===== src/sv/fuc_ram.sv =====
`default_nettype none

module fuc_ram #(
    parameter int WIDTH     = 8,
    parameter int ADDR_BITS = 8
) (
    input  wire logic                 clk,
    input  wire logic                 wr_en,
    input  wire logic [ADDR_BITS-1:0] wr_addr,
    input  wire logic [WIDTH-1:0]     wr_data,
    input  wire logic [ADDR_BITS-1:0] rd_addr,
    output logic      [WIDTH-1:0]     rd_data
);

    localparam int DEPTH = 1 << ADDR_BITS;

    logic [WIDTH-1:0] mem [DEPTH];
    logic [WIDTH-1:0] rd_data_reg;

    always_ff @(posedge clk)
    begin
        if (wr_en)
        begin
            mem[wr_addr] <= wr_data;
        end
    end

    // A read of the entry being written in the same cycle returns the new data.
    always_ff @(posedge clk)
    begin
        if (wr_en && (wr_addr == rd_addr))
        begin
            rd_data_reg <= wr_data;
        end
        else
        begin
            rd_data_reg <= mem[rd_addr];
        end
    end

    assign rd_data = rd_data_reg;

endmodule

`default_nettype wire


===== config.mk =====
export PLATFORM = sky130hd
export DESIGN_NAME = fuc_ram
export DESIGN_NICKNAME = d
export VERILOG_FILES = /design/src/sv/fuc_ram.sv
export SDC_FILE = /design/constraint.sdc
export NUM_CORES = 2
export LEC_CHECK = 0
export CORE_MARGIN = 10
export CORE_UTILIZATION = 45
export CTS_CLUSTER_SIZE = 40
export DETAILED_ROUTE_END_ITERATION = 8
export DONT_BUFFER_PORTS = 1
export PLACE_DENSITY = 0.66
export SLEW_MARGIN = 20
export SYNTH_ARGS = -nofsm -noshare
export SYNTH_HDL_FRONTEND = slang
export SYNTH_SLANG_ARGS = --single-unit

===== constraint.sdc =====
create_clock -name clk -period 2.9 [get_ports clk]
set_input_delay 0.29 -clock clk [delete_from_list [all_inputs] [get_ports clk]]
set_output_delay 0.29 -clock clk [all_outputs]
set_load 0.01 [all_outputs]

==> results.toml <==
[synthesis]
ys_warn_count = 0
syn-instance-count = 3733
netlist.top_cell.by_area = "edfxtp_1"
ys_ff_latch = 2056
ys_seq_area_share_pct = 77.5
net_count_after_synthesis = 3759
synthDistinctLibCells = 55
postSynthAreaPerCell_um2 = 21.3
synth_area_mm2 = 0.0796
synth_enable_flop_cells = 2048
ys_dominant_reg_cell = "edfxtp_1"
synthDominantCellAreaShare_pct = 77.3
synth.area.top_cells = "edfxtp_1 (77%), mux4_2 (13%), mux2i_1 (1.7%)"
share_of_flip_flops_with_an_asynchronous_set_or_reset_pct = 0

[routing]
drt-pass1-iter-count = 6
final_antenna_net_count = 0
detail_route.wirelength_mm = 204
vias = 41500
drc = 0
routed_wire_length_per_instance_um = 29.1
via_per_inst = 5.93
drt-initial-drc-count = 5465

[global_route]
pin_count_of_the_biggest_net_entering_global_routing = 257
grt.overflow.total = 0
grt_first_pass_wirelength_mm = 296
grt_util_all_layers_pct = 20.8
via_count_of_the_first_global_routing_pass = 41600
antenna_violations_before_repair = 3

[clocking]
htree_levels = 4
cts_made_buffers = 199
clock_sinks = 2056
tritoncts_clock_tree = "built"
cts_clk_pin_slew_worst_paths_ps = 60
cts.root.buffer_cell = "clkbuf_16"
clockBufferDepth = 3

[run]
max_cap_violations = 0

[floorplanning]
rows = 154
fp.dieH_um = 440
initial_core_util_pct = 45.2
fp.dieW_um = 440
num_io_pins = 34
placeableCoreArea_mm2 = 0.176
fp.dieArea_mm2 = 0.194

[cells_and_area]
areaGrowthSynthToFinish_pct = 20.7
post-route-util_pct = 54.6
reg.largest.list = "mem x2048"
drive_above_1_share_pct = 35.8
registers.top_by_ff_count = "mem"
largest_reg_flops = 2048
fin_nets = 4527
instances_no_fill = 7009

[timing]
setup_repair_after_global_routing_missed_its_margin = "yes"
finalMaxSlewViolations = 0
finalHoldViolations = 948
period_minus_slack_ps = 4050
hold_ws_ps = -418
max-slew-margin-rel_pct = 30.3
timing.final.crit_share_pct = 140
fmax_mhz = 247
worst-slew-pin-transition_ps = 1050
timing.final.ws_setup_ps = -1150
setup_viol = 8

[place]
dpl.hpwl_mm = 121
globalplace.congestion = 0.839
buffer_ports.inserted = 0
dpl_worst_slack_ps = -828
dp.cells = 6507

[power_and_ir_drop]
power_per_cell_area_mw_per_mm2 = 636
vdd_ir_drop_max_v = 0.000583
post-layout-total-power_mw = 61.1
cellLeakagePower_nw = 31.0

[worst_hold_path]
timing.hold.worst.class = "in2reg"

[outcome]
violations = "hold timing, setup timing"
outcome = "finished, violations left"

[worst_setup_path]
worstSetupPathType = "reg2out"
critPathLaunchType = "flip-flop"
cp_data_required_time_ps = 2610
worstPathArrival_ps = 3760
setup.worst_path.end_class = "output port"
maximum_fanout_along_the_worst_path = 6
synthesized netlist by cell type (all sizes together) (14+ instances only):
cell type / n
nor4: 27
a21oi: 96
nand2: 33
nand3: 34
a22oi: 133
buf: 122
a221oi: 14
mux4: 456
nor3: 22
o221ai: 47
a211oi: 16
nor2b: 31
o22ai: 28
mux2i: 134
edfxtp: 2048
nor2: 282
clkbuf: 111
worst max-delay path, cell delays in order, from the launching register on:
cell       delay [ps]
dfxtp_4           360
buf_12            140
buf_16            160
buf_4             170
buf_6             140
mux4_2            340
o22a_1            250
o21ai_2           110
a2111oi_2         310
buf_4             180
nor3_4             50
nor4_4            500
buf_4             220
repair_timing:
item	in CTS	in global routing
setup buffers	56	49
pin swaps	52	44
gates cloned	9	1
gates resized for setup	168	105
hold buffers	22	5
setup endpoints to repair	8	8
endpoints found under the hold margin	2118	1839
path summary, 6_finish.rpt:
path / start / endpoint / slack [ps] / cells after the start
worst max-delay path: flip-flop / rd_data[1] / -1150 / 12
worst min-delay path: wr_data[1] / mem[154][1] / -420 / 0
power by group:
group | internal (mW) | total, mW | switching (mW)
combinational | 1.67 | 3.46 | 1.79
sequential | 32.7 | 32.8 | 0.0359
clock | 13.9 | 24.9 | 11.0
total | 48.3 | 61.1 | 12.8
cells in the final DEF (no fill, tap or decap), types with 9 or more instances in the layout:
cell type / instances
a211oi_2: 9
a21oi_1: 80
a21oi_2: 14
a22oi_1: 107
a22oi_2: 26
buf_12: 78
buf_16: 19
buf_4: 646
buf_6: 24
bufinv_16: 13
clkbuf_1: 42
clkbuf_16: 202
clkinv_1: 59
clkinv_2: 28
dlygate4sd3_1: 24
edfxtp_1: 2048
mux2i_1: 128
mux4_2: 454
nand2_1: 33
nand3_1: 34
nand4_1: 10
nor2_1: 271
nor2b_1: 22
nor3_4: 10
nor4_4: 19
o211ai_1: 10
o221ai_1: 36
o221ai_2: 11
o22ai_1: 23
layer usage:
metal / share of wire (%) / vias up / global-route usage (%)
met5: 0.0064 / - / 0
met4: 3.6 / 2 / 7.30
met3: 9.1 / 371 / 3.89
met2: 48 / 2075 / 32.5
met1: 40 / 21800 / 29.4
li1: - / 17300 / -
final cells by class:
| cell class | instances | area, µm² |
|---|---|---|
| Antenna cell | 4 | 10.0 |
| Sequential cell | 2056 | 61700 |
| Tap cell | 2340 | 2930 |
| Clock buffer | 243 | 5190 |
| Inverter | 2 | 7.51 |
| Clock inverter | 122 | 1050 |
| Fill cell | 13100 | 79900 |
| Multi-Input combinational cell | 1442 | 17600 |
| Timing Repair Buffer | 800 | 7620 |
cells by family (layout without fill, tap and decap cells):
logic type | count (synthesis) | in the layout | synth area share, %
multiplexers | 591 | 591 | 14.6
AND/OR/NAND/NOR | 466 | 466 | 2.63
other | 0 | 4 | 0
flip-flops | 2056 | 2056 | 77.5
buffers and inverters | 235 | 1167 | 1.83
AO/OA/AOI/OAI | 385 | 385 | 3.42
stage by stage:
step	setup TNS, ps	instance area (µm²)
2_1_floorplan	0	79600
3_5_place_dp	-5600	86900
6_report	-8410	96100
3_3_place_gp	-5470	86900
4_1_cts	-8960	95000
5_1_grt	-9050	96000
No activity file was read; power rests on OpenSTA's default activity.
