**config.mk**
```make
export PLATFORM = sky130hd
export DESIGN_NAME = fuc_out_buf
export DESIGN_NICKNAME = d
export VERILOG_FILES = /design/src/sv/fuc_pkg.sv /design/src/sv/fuc_out_buf.sv
export SDC_FILE = /design/constraint.sdc
export NUM_CORES = 1
export LEC_CHECK = 0
export BUFFER_PORTS_ARGS = -buffer_cell sky130_fd_sc_hd__clkbuf_2
export CORE_UTILIZATION = 40
export CTS_CLUSTER_DIAMETER = 60
export DETAILED_ROUTE_END_ITERATION = 7
export HOLD_SLACK_MARGIN = 0.15
export PLACE_DENSITY = 0.73
export REMOVE_ABC_BUFFERS = 1
export SLEW_MARGIN = 20
export SYNTH_ARGS = -nofsm -noshare
export SYNTH_HDL_FRONTEND = slang
export SYNTH_SLANG_ARGS = --single-unit
```
**constraint.sdc**
```tcl
create_clock -name clk -period 1 [get_ports clk]
set_input_delay 0.05 -clock clk [delete_from_list [all_inputs] [get_ports clk]]
set_output_delay 0.05 -clock clk [all_outputs]
set_load 0.01 [all_outputs]
```
**src/sv/fuc_pkg.sv**
```systemverilog
`default_nettype none

package fuc_pkg;

    localparam int CHAR_BITS   = 8;
    localparam int CHAR_COUNT  = 1 << CHAR_BITS;
    localparam int BYTE_BITS   = 8;
    localparam int STATUS_BITS = 2;

    typedef logic [CHAR_BITS-1:0] char_t;
    typedef logic [BYTE_BITS-1:0] byte_t;

    // A stored value of three never arises and is handled like repeated.
    typedef enum logic [STATUS_BITS-1:0] {
        ST_UNSEEN   = 2'd0,
        ST_ONCE     = 2'd1,
        ST_REPEATED = 2'd2
    } status_t;

    typedef struct packed {
        logic    en;
        char_t   addr;
        status_t data;
    } status_wr_t;

    typedef struct packed {
        logic  en;
        char_t addr;
        char_t data;
    } link_wr_t;

    typedef struct packed {
        byte_t first_unique;
        logic  found;
    } result_t;

endpackage

`default_nettype wire

```
**src/sv/fuc_out_buf.sv**
```systemverilog
`default_nettype none

module fuc_out_buf import fuc_pkg::*; (
    input  wire logic    clk,
    input  wire logic    rst_n,
    input  wire logic    push,
    input  wire result_t push_data,
    input  wire logic    pop,
    output logic         out_valid,
    output result_t      out_data,
    output logic [1:0]   count
);

    result_t    slot_reg [2];
    logic       wr_ptr_reg;
    logic       rd_ptr_reg;
    logic [1:0] count_reg;
    logic [1:0] count_next;

    always_ff @(posedge clk)
    begin
        if (push)
        begin
            slot_reg[wr_ptr_reg] <= push_data;
        end
    end

    assign count_next = count_reg + 2'(push) - 2'(pop);

    always_ff @(posedge clk or negedge rst_n)
    begin
        if (!rst_n)
        begin
            wr_ptr_reg <= 1'b0;
            rd_ptr_reg <= 1'b0;
            count_reg  <= '0;
        end
        else
        begin
            wr_ptr_reg <= wr_ptr_reg ^ push;
            rd_ptr_reg <= rd_ptr_reg ^ pop;
            count_reg  <= count_next;
        end
    end

    assign out_valid = (count_reg != 2'd0);
    assign out_data  = slot_reg[rd_ptr_reg];
    assign count     = count_reg;

endmodule

`default_nettype wire

```
==> impl_summary.log <==
[metrics] top cells by area, synth: edfxtp_1 61%, mux2_4 15%, dfrtp_1 11%
[metrics] number of sinks on the clock net: 22
[metrics] final cell count without fillers: 117
[metrics] clock root cell: clkbuf_4
[metrics] Post-Route WL: 1.335 mm
[metrics] Cell variety after synth: 9
[metrics] IO Port Bufs: 24
[metrics] Worst setup EP type: primary output
[metrics] Routed wire per std cell: 11.41 um
[metrics] Std-Cell Core Area: 2022 sq um
[metrics] Die X-Extent: 49.19 um
[metrics] sequential-to-total area share from yosys stat: 71.91%
[metrics] unrepaired setup endpoints after global routing: yes
[metrics] Worst EP arrival: 1.29 ns
[metrics] headroom to the max-slew limit: 87.11%
[metrics] largest driver fanout on the critical path: 9
[metrics] worst setup path class: flop to primary output
[metrics] leftover overflow at the end of global routing: 0
[metrics] Clk pin slew, worst setup/hold paths: 0.11 ns
[metrics] reported leakage power: 0.0005854 uW
[metrics] most instantiated flip-flop cell in the synthesis netlist: edfxtp_1
[metrics] setup_tns: -3.736 ns
[metrics] last weighted congestion value of the routability-driven placer: 0.6208
[metrics] clk_skew: 0.006251 ns
[metrics] area growth from synthesis to layout: 48.17%
[metrics] clock latency reported for the late side of the worst-skew pair: 0.30 ns
[metrics] post-layout min period: 1.343 ns
[metrics] GRT Util Overall: 13.25%
[metrics] mean area per synthesized cell: 20.72 sq um
[metrics] length of the first detailed-routing pass in iterations: 3
[metrics] Largest register FFs: 18
[metrics] number of enable flip-flop cells after synthesis: 18
[metrics] power density relative to cell area: 2473 nW/um^2
[metrics] vias: 515
[metrics] number of synthesized register bits: 22
[metrics] cell area reported after detailed placement: 1096 sq um
[metrics] pin slew with the least headroom to its limit: 0.1928 ns
[metrics] first-pass GRT wire length: 2.208 mm
[metrics] area share of the leading cell type in the synthesized netlist: 60.67%
[metrics] final setup violation count: 21
[metrics] count of routing violations after the opening detailed-route iteration: 7
[metrics] least setup slack across all paths after layout: -0.3427 ns
[metrics] number of pins exceeding their max-slew limit in the final report: 0
[metrics] count leader, synth: edfxtp_1
[metrics] Post-Route Utilization: 65.28%
[metrics] outcome: complete, but fails checks
[metrics] failing checks: setup timing
[metrics] count of warnings emitted by yosys: 0
[metrics] CTS H-Tree Depth: 1
[metrics] count of nets left with antenna violations after detail routing: 0
[metrics] Inserted Clock Buffers: 3
[metrics] starting density of the core: 44.06%
[metrics] pin count of the biggest net entering global routing: 13
[metrics] max-cap viol count: 0
[metrics] CTS tree: done
[metrics] detailed-placement wirelength estimate: 907.5 um
[metrics] Total Die Area: 2420 sq um
[metrics] share of flip-flops with an asynchronous set or reset: 18.18%
[metrics] max frequency: 744.8 MHz
[metrics] I/O pin count: 25
[metrics] top cell types by occurrence after synthesis: 18 x edfxtp_1, 9 x mux2_4, 4 x dfrtp_1, 4 x ha_1, 4 x inv_1
[metrics] Inst Count DP: 98
[metrics] vias per cell: 4.402
[metrics] Final Hold Vio Count: 0
[metrics] classification of the worst-slack hold path: primary input to flop
[metrics] fraction of the cycle the final worst path needs: 134.3%
[metrics] post-synthesis instance area: 890.9 sq um
[metrics] total DRC errors in the routed layout: 0
[metrics] final net count: 108
[metrics] type of element launching the critical path: flop
[metrics] Max rail drop VDD: 1.811 mV
[metrics] share of cells above drive strength 1: 53.33%
[metrics] number of inserted diodes: 0
[metrics] required time at the worst-slack endpoint: 0.95 ns
[metrics] vias in the first global route: 507
[metrics] Max clock buf depth: 2
[metrics] # fillers: 153
[metrics] vertical die dimension: 49.19 um
[metrics] final design instance area without fill: 1320 sq um
[metrics] top cell type by total area after synthesis: edfxtp_1
[metrics] antenna violations before repair: 0
[metrics] number of cells produced by synthesis: 43
[metrics] num rows: 16
routing by layer:
metal,track usage [%],share of wire (%),vias to the layer above
met5,0,0,-
met3,2.804,4.4,4
met2,23.29,52,20
li1,-,-,255
met4,10.29,3.0,0
met1,13.49,41,236
worst max-delay path, stage by stage (launching register included):
cell	delay, ns
dfrtp_1	0.42
buf_12	0.16
mux2_4	0.29
clkbuf_2	0.13
cells by family after synthesis:
family / synth area share (%)
buf+inv: 2.949
fa+ha+maj: 5.618
xor+xnor: 3.652
simple gates: 0.7027
flops: 71.91
mux: 15.17
worst paths after layout:
path	slack [ns]	start	to	depth (start not counted)
setup / recovery	-0.34	rd_ptr_reg$_DFF_PN0_	out_data[2]	3
hold / removal	0.17	push	count[0]$_DFF_PN0_	3
setup reg to reg	-0.22	count[0]$_DFF_PN0_	count[1]$_DFF_PN0_	5
hold reg to reg	0.63	wr_ptr_reg$_DFF_PN0_	wr_ptr_reg$_DFF_PN0_	3
max in group asynchronous	0.20	rst_n	rd_ptr_reg$_DFF_PN0_	3
min in group asynchronous	0.62	rst_n	wr_ptr_reg$_DFF_PN0_	3
final cells by class:
class | count | area, sq um | share of cell area (%)
Clock buffer | 3 | 22.52 | 1.706
Multi-Input combinational cell | 16 | 251.5 | 19.05
Sequential cell | 22 | 640.6 | 48.53
Timing Repair Buffer | 44 | 352.8 | 26.73
Clock inverter | 1 | 3.754 | 0.2844
Inverter | 4 | 15.01 | 1.137
Tap cell | 27 | 33.78 | 2.559
power by group:
part	total, uW	internal (uW)	leakage [uW]	switching, uW
combinational	1530	954	0.000355	571
sequential	1350	1240	0.000216	107
clock	388	145	0.0000154	242
total	3260	2340	0.000585	921
what timing repair did:
| action | in CTS | in global routing |
|---|---|---|
| buffers inserted | 3 | 0 |
| hold buffers | 12 | 0 |
| gates cloned | 1 | 0 |
| gates resized for setup | 9 | 4 |
| hold endpoints to repair | 23 | 0 |
| setup endpoints to repair | 31 | 22 |
| pin swaps | 1 | 1 |
cell usage in the layout, fill, tap and decap left out, types with 2 or more instances in the layout:
cell and n:
clkbuf_2 22, edfxtp_1 18, clkbuf_4 3, mux2_4 9, buf_4 4, ha_1 2
dlygate4sd3_1 12, inv_1 3, buf_6 4, dfrtp_1 4, ha_4 2
metrics by stage:
step / setup slack [ns] / hold slack [ns] / power, uW
global route: -0.4084 / 0.1540 / 3454
detailed placement: -0.1859 / -0.1343 / 2614
finish: -0.3427 / 0.1655 / 3264
floorplan: -0.1983 / -0.2456 / 2068
CTS: -0.3574 / 0.1554 / 3289
global placement: -0.1297 / -0.1392 / 2570
Power figures use the tool's default switching activity.
