<file path="config.mk">
export PLATFORM = sky130hd
export DESIGN_NAME = fuc_list_ctrl
export DESIGN_NICKNAME = d
export VERILOG_FILES = /design/src/sv/fuc_pkg.sv /design/src/sv/fuc_list_ctrl.sv
export SDC_FILE = /design/constraint.sdc
export NUM_CORES = 1
export LEC_CHECK = 0
export ABC_AREA = 1
export BUFFER_PORTS_ARGS = -buffer_cell sky130_fd_sc_hd__buf_2
export CORE_MARGIN = 2
export CORE_UTILIZATION = 55
export CTS_CLUSTER_SIZE = 30
export DETAILED_ROUTE_END_ITERATION = 6
export PLACE_DENSITY = 0.73
export RECOVER_POWER = 50
export SLEW_MARGIN = 25
export SYNTH_ARGS = -nofsm -noshare
export SYNTH_HDL_FRONTEND = slang
export SYNTH_SLANG_ARGS = --single-unit
</file>
<file path="constraint.sdc">
create_clock -name clk -period 6.53 [get_ports clk]
set_clock_uncertainty 0.1 [all_clocks]
set_input_delay 0.9795 -clock clk [delete_from_list [all_inputs] [get_ports clk]]
set_output_delay 0.9795 -clock clk [all_outputs]
set_load 0.05 [all_outputs]
</file>
<file path="src/sv/fuc_pkg.sv">
`default_nettype none

package fuc_pkg;

    localparam int CHAR_BITS   = 8;
    localparam int CHAR_COUNT  = 1 << CHAR_BITS;
    localparam int BYTE_BITS   = 8;
    localparam int STATUS_BITS = 2;

    typedef logic [CHAR_BITS-1:0] char_t;
    typedef logic [BYTE_BITS-1:0] byte_t;

    // A stored value of three never arises and is handled like repeated.
    typedef enum logic [STATUS_BITS-1:0] {
        ST_UNSEEN   = 2'd0,
        ST_ONCE     = 2'd1,
        ST_REPEATED = 2'd2
    } status_t;

    typedef struct packed {
        logic    en;
        char_t   addr;
        status_t data;
    } status_wr_t;

    typedef struct packed {
        logic  en;
        char_t addr;
        char_t data;
    } link_wr_t;

    typedef struct packed {
        byte_t first_unique;
        logic  found;
    } result_t;

endpackage

`default_nettype wire

</file>
<file path="src/sv/fuc_list_ctrl.sv">
`default_nettype none

module fuc_list_ctrl import fuc_pkg::*; (
    input  wire logic                   clk,
    input  wire logic                   rst_n,
    input  wire logic                   accept,
    input  wire byte_t                  ch,
    input  wire logic                   starts_string,
    input  wire logic [STATUS_BITS-1:0] status_rd,
    input  wire char_t                  next_rd,
    input  wire char_t                  prev_rd,
    output status_wr_t                  status_wr,
    output link_wr_t                    next_wr,
    output link_wr_t                    prev_wr,
    output logic                        push,
    output result_t                     result
);

    logic                  s1_valid_reg;
    char_t                 s1_ch_reg;
    logic                  s1_start_reg;

    logic [CHAR_COUNT-1:0] seen_reg;
    logic [CHAR_COUNT-1:0] seen_next;
    char_t                 head_reg;
    char_t                 head_next;
    char_t                 tail_reg;
    char_t                 tail_next;
    logic                  nonempty_reg;
    logic                  nonempty_next;

    logic                  start;
    char_t                 c;
    char_t                 head_cur;
    char_t                 tail_cur;
    logic                  nonempty_cur;
    status_t               st;

    always_ff @(posedge clk or negedge rst_n)
    begin
        if (!rst_n)
        begin
            s1_valid_reg <= 1'b0;
        end
        else
        begin
            s1_valid_reg <= accept;
        end
    end

    always_ff @(posedge clk)
    begin
        if (accept)
        begin
            s1_ch_reg    <= char_t'(ch);
            s1_start_reg <= starts_string;
        end
    end

    assign start        = s1_valid_reg && s1_start_reg;
    assign c            = s1_ch_reg;
    assign head_cur     = start ? '0 : head_reg;
    assign tail_cur     = start ? '0 : tail_reg;
    assign nonempty_cur = start ? 1'b0 : nonempty_reg;

    // The seen bits stand in for clearing the status memory: an entry not
    // marked since the last string start reads as unseen.
    assign st = (start || !seen_reg[c]) ? ST_UNSEEN : status_t'(status_rd);

    always_comb
    begin
        head_next      = head_cur;
        tail_next      = tail_cur;
        nonempty_next  = nonempty_cur;
        seen_next      = start ? '0 : seen_reg;
        status_wr.en   = 1'b0;
        status_wr.addr = c;
        status_wr.data = ST_ONCE;
        next_wr.en     = 1'b0;
        next_wr.addr   = tail_cur;
        next_wr.data   = c;
        prev_wr.en     = 1'b0;
        prev_wr.addr   = c;
        prev_wr.data   = tail_cur;

        if (s1_valid_reg)
        begin
            case (st)
                ST_UNSEEN:
                begin
                    seen_next[c]   = 1'b1;
                    status_wr.en   = 1'b1;
                    status_wr.data = ST_ONCE;
                    tail_next      = c;
                    if (nonempty_cur)
                    begin
                        next_wr.en = 1'b1;
                        prev_wr.en = 1'b1;
                    end
                    else
                    begin
                        head_next     = c;
                        nonempty_next = 1'b1;
                    end
                end
                ST_ONCE:
                begin
                    status_wr.en   = 1'b1;
                    status_wr.data = ST_REPEATED;
                    if ((head_cur == c) && (tail_cur == c))
                    begin
                        head_next     = '0;
                        tail_next     = '0;
                        nonempty_next = 1'b0;
                    end
                    else if (head_cur == c)
                    begin
                        head_next = next_rd;
                    end
                    else if (tail_cur == c)
                    begin
                        tail_next = prev_rd;
                    end
                    else
                    begin
                        // Bridge the neighbors around the character.
                        next_wr.en   = 1'b1;
                        next_wr.addr = prev_rd;
                        next_wr.data = next_rd;
                        prev_wr.en   = 1'b1;
                        prev_wr.addr = next_rd;
                        prev_wr.data = prev_rd;
                    end
                end
                default:
                begin
                    status_wr.en = 1'b0;
                end
            endcase
        end
    end

    always_ff @(posedge clk or negedge rst_n)
    begin
        if (!rst_n)
        begin
            seen_reg     <= '0;
            head_reg     <= '0;
            tail_reg     <= '0;
            nonempty_reg <= 1'b0;
        end
        else
        begin
            seen_reg     <= seen_next;
            head_reg     <= head_next;
            tail_reg     <= tail_next;
            nonempty_reg <= nonempty_next;
        end
    end

    assign push                = s1_valid_reg;
    assign result.first_unique = nonempty_next ? byte_t'(head_next) : '0;
    assign result.found        = nonempty_next;

endmodule

`default_nettype wire

</file>
==> results of run 1 <==
-- per-layer routing --
layer / vias up / track usage, % / share of wire, %
li1: 6228 / - / -
met1: 6389 / 42.8 / 43
met2: 649 / 47.2 / 46
met3: 79 / 4.43 / 8.1
met4: 0 / 8.36 / 2.4
met5: - / 0 / 0
-- cells in the mapped netlist (2+ instances only) --
cell,count
sky130_fd_sc_hd__a21oi_1,11
sky130_fd_sc_hd__nor2_1,35
sky130_fd_sc_hd__buf_2,19
sky130_fd_sc_hd__inv_1,132
sky130_fd_sc_hd__nand2_4,2
sky130_fd_sc_hd__o31ai_1,148
sky130_fd_sc_hd__o21ai_2,13
sky130_fd_sc_hd__buf_1,5
sky130_fd_sc_hd__o32ai_1,92
sky130_fd_sc_hd__buf_6,26
sky130_fd_sc_hd__buf_4,19
sky130_fd_sc_hd__nand2_2,6
sky130_fd_sc_hd__edfxtp_1,9
sky130_fd_sc_hd__nand3_1,32
sky130_fd_sc_hd__xor2_1,16
sky130_fd_sc_hd__inv_2,7
sky130_fd_sc_hd__o22ai_1,2
sky130_fd_sc_hd__o21ai_0,100
sky130_fd_sc_hd__dfrtp_1,274
sky130_fd_sc_hd__nor4_1,4
sky130_fd_sc_hd__clkbuf_1,100
sky130_fd_sc_hd__o21ai_1,55
sky130_fd_sc_hd__o211ai_1,8
sky130_fd_sc_hd__nor2_4,2
sky130_fd_sc_hd__nand2_1,777
-- power by group through the flow --
stage | combinational [mW] | clock [mW] | sequential [mW]
floorplan | 0.414 | 0 | 1.86
global placement | 0.571 | 0 | 1.86
detailed placement | 0.572 | 0 | 1.86
CTS | 0.573 | 1.75 | 1.82
global route | 0.618 | 1.81 | 1.83
finish | 0.576 | 1.73 | 1.82
-- stage by stage --
step                      hold WS (ps)  setup WS (ps)  utilization [%]
final                              380            645             59.8
after global routing               398            278             59.8
after CTS                          383            712             59.9
after detailed placement           369           1350             56.2
after global placement             363           1490             56.2
after floorplan                    347           1580                -
-- cell families (layout without fill, tap and decap cells) --
| kind of cell | Yosys count | in the layout | synth area share, % |
|---|---|---|---|
| DFF | 283 | 283 | 47.3 |
| and+or+nand+nor | 864 | 864 | 22.5 |
| AOI/OAI and AO/OA | 431 | 431 | 19.6 |
| xor gates and xnor gates | 16 | 16 | 0.930 |
| buffers and inverters | 310 | 292 | 9.74 |
-- layout make-up --
class                   instances  area, um2
flip-flops and latches        283       7130
inverters                     140        533
well taps                     341        427
repair buffers                 99        551
clock buffers                  44        885
fillers                      2470      10800
clock inverters                 9        110
multi-input cells            1311       6490
-- critical path, cell delays in order (launching register included) --
cell and delay (ps):
sky130_fd_sc_hd__dfrtp_1 720, sky130_fd_sc_hd__nand2_4 400, sky130_fd_sc_hd__nand2_1 260, sky130_fd_sc_hd__xor2_1 190
sky130_fd_sc_hd__nor4_1 80, sky130_fd_sc_hd__nand2_1 510, sky130_fd_sc_hd__inv_1 320, sky130_fd_sc_hd__nor2_1 690
sky130_fd_sc_hd__nand2_2 170, sky130_fd_sc_hd__nor2_4 350, sky130_fd_sc_hd__nand2_1 80, sky130_fd_sc_hd__o21ai_0 140
sky130_fd_sc_hd__buf_2 320
-- worst max-delay path by stage --
stage                         startpoint     endpoint  slack (ps)  cells past startpoint
after floorplan           c[0]$_DFFE_PP_   prev_wr[0]        1580                     23
after global placement    push$_DFF_PN0_  next_wr[11]        1490                     12
after detailed placement  push$_DFF_PN0_   prev_wr[3]        1350                     12
after CTS                 push$_DFF_PN0_   prev_wr[3]         710                     12
after global routing      push$_DFF_PN0_   prev_wr[3]         280                     12
final                     push$_DFF_PN0_   prev_wr[3]         650                     12
==> impl_summary.txt, run 1 <==
----------------------------------------------------
[Cells and area]
  Most common cell after layout, fill and taps aside ... sky130_fd_sc_hd__nand2_1
  Final Cell Area ... about 16,000 um2
  Layout cell share with drive strength beyond 1 ... 9.38%
  Number of nets in the final layout ... between 1,500 and 2,000
  Antenna diode instance count ... 0
  Leading cell types in the layout, fill and taps excluded ... sky130_fd_sc_hd__nand2_1, sky130_fd_sc_hd__dfrtp_1, sky130_fd_sc_hd__o31ai_1
  Number of flip-flops under the largest register name ... approximately 260
  Count of non-filler cells in the finished layout ... approximately 2,200
  Layout area overhead ... 6.93%

[Critical path]
  Worst path arrival time ... ~4800 ps
  Class of the most critical setup path ... register to primary output
  Critical R2R Launch ... c[1]$_DFFE_PP_
  Setup slack on the worst flop-to-flop path ... about 2700 ps
  Largest fanout on the critical path ... between 40 and 50
  Critical Path Start Type ... register
  Data required time at the worst endpoint ... 5450 ps
  Sort of element at the end of the critical path ... primary output
  Endpoint of the lowest-slack register-to-register path ... seen_reg[255]$_DFF_PN0_
  Register-to-Register Path Depth ... 18

[Clock tree]
  Max clock buf depth ... 3
  Total setup buffers inserted after CTS ... 0
  Clock buffer count from CTS ... 30
  Clock Pin Slew Worst Setup and Hold Paths ... around 60 ps
  TritonCTS clock tree ... done
  Post-cts repair resize count ... 0
  CTS H-tree depth ... 1
  Clk Tree Root Cell ... sky130_fd_sc_hd__clkbuf_16
  Clock tree sinks ... approximately 280
  Hold-fix buffers, CTS ... 0
  Worst skew pair latency ... ~570 ps

[Power]
  Comb pwr share ... around 14%
  Max VDD drop ... just under 200 uV
  LEAKAGE ... between 7 and 8 nW
  Switching share of power ... between 20% and 30%
  Clock network power share ... between 40% and 50%
  Pwr Total ... between 4 and 5 mW
  Sequential share of power ... between 40% and 50%
  Internal Power ... ~3 mW
  Power density normalized to cell area ... about 260 nW/um2
  Switching Power ... between 1 and 1.5 mW

[GRT]
  GR Overflow Total ... 0
  Via count of the first global-routing pass ... ~12,000
  Maximum number of pins on one net before global-route repair ... between 200 and 250
  GRT Total Usage ... between 20% and 30%
  Wire length of the first global-routing pass ... between 60,000 and 70,000 um
  Initial antenna violation count ... 0

[STA]
  Normalized max-slew margin ... -98.0%
  Highest attainable clock frequency ... 170 MHz
  Final sum of negative setup slack ... 0 ps
  Setup Viol. Count Final ... 0
  Actual transition at the worst max-transition pin ... 2970 ps
  Final Max Slew Viols ... about 140
  Final hold viol count ... 0
  Unrepaired setup endpoints after global routing ... no
  Final Cycle Share ... between 90 and 100%
  Minimum clock period after layout ... approximately 5900 ps

[Floorplan]
  Placement row count ... 60
  Total die area ... roughly 29,000 um2
  Die boundary height ... 170 um
  Core Area ... 27,000 um2
  Effective utilization at floorplan ... between 50 and 60%
  # IOs ... 85
  Die Width ... approximately 170 um

[Yosys]
  Seq cells post-synth ... 283
  Number of flops mapped to enable cells by yosys ... 9
  Top flip-flop cell by instance count after synthesis ... sky130_fd_sc_hd__dfrtp_1
  Post-synthesis cell type count ... 35
  Part of the Yosys area used for sequential elements ... between 40% and 50%
  Cells after synthesis ... approximately 1,900
  Area leader, netlist ... sky130_fd_sc_hd__dfrtp_1
  Netlist area before placement ... ~15,000 um2
  Share of Yosys cell area claimed by the top area cell type ... about 45%
  Yosys warns ... 0
  Total nets after synthesis ... about 1,900
  Share of flip-flops with an asynchronous set or reset ... 96.8%
  Largest cells by area after synthesis ... sky130_fd_sc_hd__dfrtp_1, sky130_fd_sc_hd__nand2_1, sky130_fd_sc_hd__o31ai_1
  Syn Area/Cell ... approximately 7.9 um2

[Routing]
  First-pass iteration count of the detailed router ... 6
  Average wire per cell in the routed design ... about 19 um
  Violation count after the first detailed-route iteration ... ~1,900
  Remaining antenna violation count after routing ... 0
  Drt via density ... 5.99
  Detailed-route via count ... between 10,000 and 15,000
  Wirelength, routed ... 42,800 um
  Number of remaining DRC errors ... 0

[Hold path]
  HP Class ... register to register
  Min-Delay Startpoint ... seen_reg[90]$_DFF_PN0_
  Number of cells traversed by the worst hold path ... 2
  Endpoint with the worst hold slack ... seen_reg[90]$_DFF_PN0_

[Run status]
  Status ... complete, but fails checks
  Failing checks ... capacitance limit, slew limit

[Job]
  Reported max-cap violation count ... 2

[Placed design]
  Post-DP HPWL ... around 23,000 um
  Post-placement cell count ... around 2,200
  Port Buf Inserts ... 84
  Cell Area, Placed ... approximately 15,000 um2
  Global placer's final weighted congestion ... between 0.9 and 1

----------------------------------------------------
Power figures use the tool's default switching activity.
==> run 2: changes to the inputs <==
clock period = 6.8 ns   (was 6.53 ns; I/O delays follow)
==> impl_summary.txt, run 2 (synthesis results as in run 1) <==
----------------------------------------------------
[Run status]
  Status ... complete, but fails checks
  Failing checks ... DRC, capacitance limit, slew limit

[Routing]
  Number of remaining DRC errors ... 7 (+7)
  Top metal layer carrying routed signals ... met4
  First-pass iteration count of the detailed router ... 7 (+1)
  Met3 wire len ... 3230 um (-6.6%)
  Wirelength, routed ... 42,200 um (-1.2%)
  Detailed-route via count ... 13,300 (-0.50%)
  Drt via density ... 5.97 (-0.37%)
  Violation count after the first detailed-route iteration ... 1,697 (-11%)
  Average wire per cell in the routed design ... 19.0 um (-1.1%)
  Remaining antenna violation count after routing ... 0 (unchanged)
  Wl on met1 ... 18,200 um (-1.2%)
  Met2 routed wirelength ... 19,400 um (-2.6%)

[Clock tree]
  Clock buffer count from CTS ... 31 (+3.3%)
  Clock Pin Slew Worst Setup and Hold Paths ... 60 ps (about the same)
  Hold-fix buffers, CTS ... 0 (unchanged)
  Max clock buf depth ... 3 (unchanged)
  Clk Tree Root Cell ... sky130_fd_sc_hd__clkbuf_16
  Total setup buffers inserted after CTS ... 0 (unchanged)
  Clock tree sinks ... 283 (unchanged)
  Worst skew pair latency ... 570 ps (about the same)
  CTS H-tree depth ... 1 (unchanged)
  TritonCTS clock tree ... done
  Post-cts repair resize count ... 0 (unchanged)

[Hold path]
  HP Class ... register to register

[Placed design]
  Minimum setup slack after placement ... 1430 ps (+75.7 ps)
  Port Buf Inserts ... 84 (unchanged)
  Post-DP HPWL ... 23,100 um (-1.4%)
  Global placer's final weighted congestion ... 0.902 (-0.46%)

[Power]
  Comb pwr share ... 14.2% (+0.3 points)
  Clock network power share ... 40.7% (-1.2 points)
  Power density normalized to cell area ... 242 nW/um2 (-5.6%)
  Max VDD drop ... 192 uV (-1.8%)
  Switching share of power ... 29.3% (-0.056 points)
  Switching Power ... 1.14 mW (-6.1%)
  Internal Power ... 2.74 mW (-5.9%)
  Sequential share of power ... 45.1% (+0.9 points)
  LEAKAGE ... 7.45 nW (-0.51%)

[GRT]
  Wire length of the first global-routing pass ... 67,500 um (-1.4%)
  Initial antenna violation count ... 0 (unchanged)
  Via count of the first global-routing pass ... 12,300 (-0.83%)
  GR Overflow Total ... 0 (unchanged)
  GRT Total Usage ... 29.4% (-0.36 points)
  Maximum number of pins on one net before global-route repair ... 202 (-9.8%)

[Critical path]
  Data required time at the worst endpoint ... 5680 ps (+230 ps)
  Largest fanout on the critical path ... 53 (+26%)
  Class of the most critical setup path ... register to primary output
  Worst path arrival time ... 4970 ps (+160 ps)
  Sort of element at the end of the critical path ... primary output
  Critical Path Start Type ... register

[STA]
  Final Max Slew Viols ... 279 (+110%)
  Hold WS ... 379 ps (-1.04 ps)
  Actual transition at the worst max-transition pin ... 3350 ps (+384 ps)
  Highest attainable clock frequency ... 164 MHz
  Unrepaired setup endpoints after global routing ... no
  Normalized max-slew margin ... -124% (-26 points)
  Final sum of negative setup slack ... 0 ps (unchanged)
  Post-layout worst setup margin ... 705 ps (+59.7 ps)
  Minimum clock period after layout ... 6090 ps
  Setup Viol. Count Final ... 0 (unchanged)
  Final hold viol count ... 0 (unchanged)
  Final Cycle Share ... 89.6%

[Cells and area]
  Number of nets in the final layout ... 1,896 (+0.053%)
  Filler cells ... 2,486 (+0.65%)
  Number of flip-flops under the largest register name ... 256 (unchanged)
  Leading cell types in the layout, fill and taps excluded ... sky130_fd_sc_hd__nand2_1, sky130_fd_sc_hd__dfrtp_1, sky130_fd_sc_hd__o31ai_1
  Layout cell share with drive strength beyond 1 ... 9.19% (-0.20 points)
  Most common cell after layout, fill and taps aside ... sky130_fd_sc_hd__nand2_1
  Multi-input logic area ... 6490 um2 (unchanged)
  Area occupied by registers ... 7130 um2 (unchanged)
  Layout area overhead ... 6.50%
  Antenna diode instance count ... 0 (unchanged)

[Job]
  Reported max-cap violation count ... 3 (+1)

[Floorplan]
  Total die area ... 28,800 um2 (unchanged)
  Die boundary height ... 170 um (unchanged)
  # IOs ... 85 (unchanged)
  Effective utilization at floorplan ... 55.9% (unchanged)
  Die Width ... 170 um (unchanged)
  Core Area ... 27,000 um2 (unchanged)
  Placement row count ... 60 (unchanged)

----------------------------------------------------
run 2: power by group through the flow:
stage | clock [mW] | sequential [mW] | combinational (mW)
2_1_floorplan | 0 | 1.79 | 0.398
3_3_place_gp | 0 | 1.78 | 0.542
3_5_place_dp | 0 | 1.78 | 0.546
4_1_cts | 1.60 | 1.75 | 0.548
5_1_grt | 1.67 | 1.76 | 0.591
6_report | 1.58 | 1.75 | 0.550
run 2: worst max-delay path: stages, from the launching register on:
cell and delay, ps:
sky130_fd_sc_hd__dfrtp_1 740, sky130_fd_sc_hd__nand2_4 510, sky130_fd_sc_hd__nand2_1 310, sky130_fd_sc_hd__xor2_1 170, sky130_fd_sc_hd__nor4_1 70, sky130_fd_sc_hd__nand2_1 540, sky130_fd_sc_hd__inv_1 350, sky130_fd_sc_hd__nor2_1 650
sky130_fd_sc_hd__nand2_2 170, sky130_fd_sc_hd__nor2_4 360, sky130_fd_sc_hd__nand2_1 80, sky130_fd_sc_hd__o21ai_0 130, sky130_fd_sc_hd__buf_2 320
run 2: worst paths after layout:
path	start	end	slack, ps	depth (start not counted)
max in group asynchronous	rst_n	head_reg[1]$_DFF_PN0_	1570	2
setup / recovery	push$_DFF_PN0_	prev_wr[3]	710	12
hold / removal	seen_reg[115]$_DFF_PN0_	seen_reg[115]$_DFF_PN0_	380	2
min in group asynchronous	rst_n	seen_reg[100]$_DFF_PN0_	1480	1
hold reg to reg	seen_reg[115]$_DFF_PN0_	seen_reg[115]$_DFF_PN0_	380	2
setup reg to reg	c[3]$_DFFE_PP_	tail_reg[1]$_DFF_PN0_	2750	13
run 2: layout make-up:
class	count	share of cell area (%)
clock buffers	43	5.42
clock inverters	7	0.413
inverters	140	3.34
multi-input cells	1311	40.4
flip-flops and latches	283	44.4
well taps	341	2.66
repair buffers	99	3.37
run 2: through the flow:
step | cells | util [%] | total power, mW | cell area (um2)
after floorplan | 1904 | - | 2.18 | 15100
after global placement | 2172 | 56.1 | 2.32 | 15100
after detailed placement | 2173 | 56.2 | 2.33 | 15100
after CTS | 2223 | 59.7 | 3.90 | 16100
after global routing | 2224 | 59.6 | 4.02 | 16100
final | 2224 | 59.6 | 3.88 | 16100
run 2: layer usage:
| metal | track usage [%] | vias up |
|---|---|---|
| li1 | - | 6233 |
| met1 | 41.8 | 6388 |
| met2 | 45.8 | 549 |
| met3 | 4.62 | 108 |
| met4 | 10.7 | 0 |
| met5 | 0 | - |
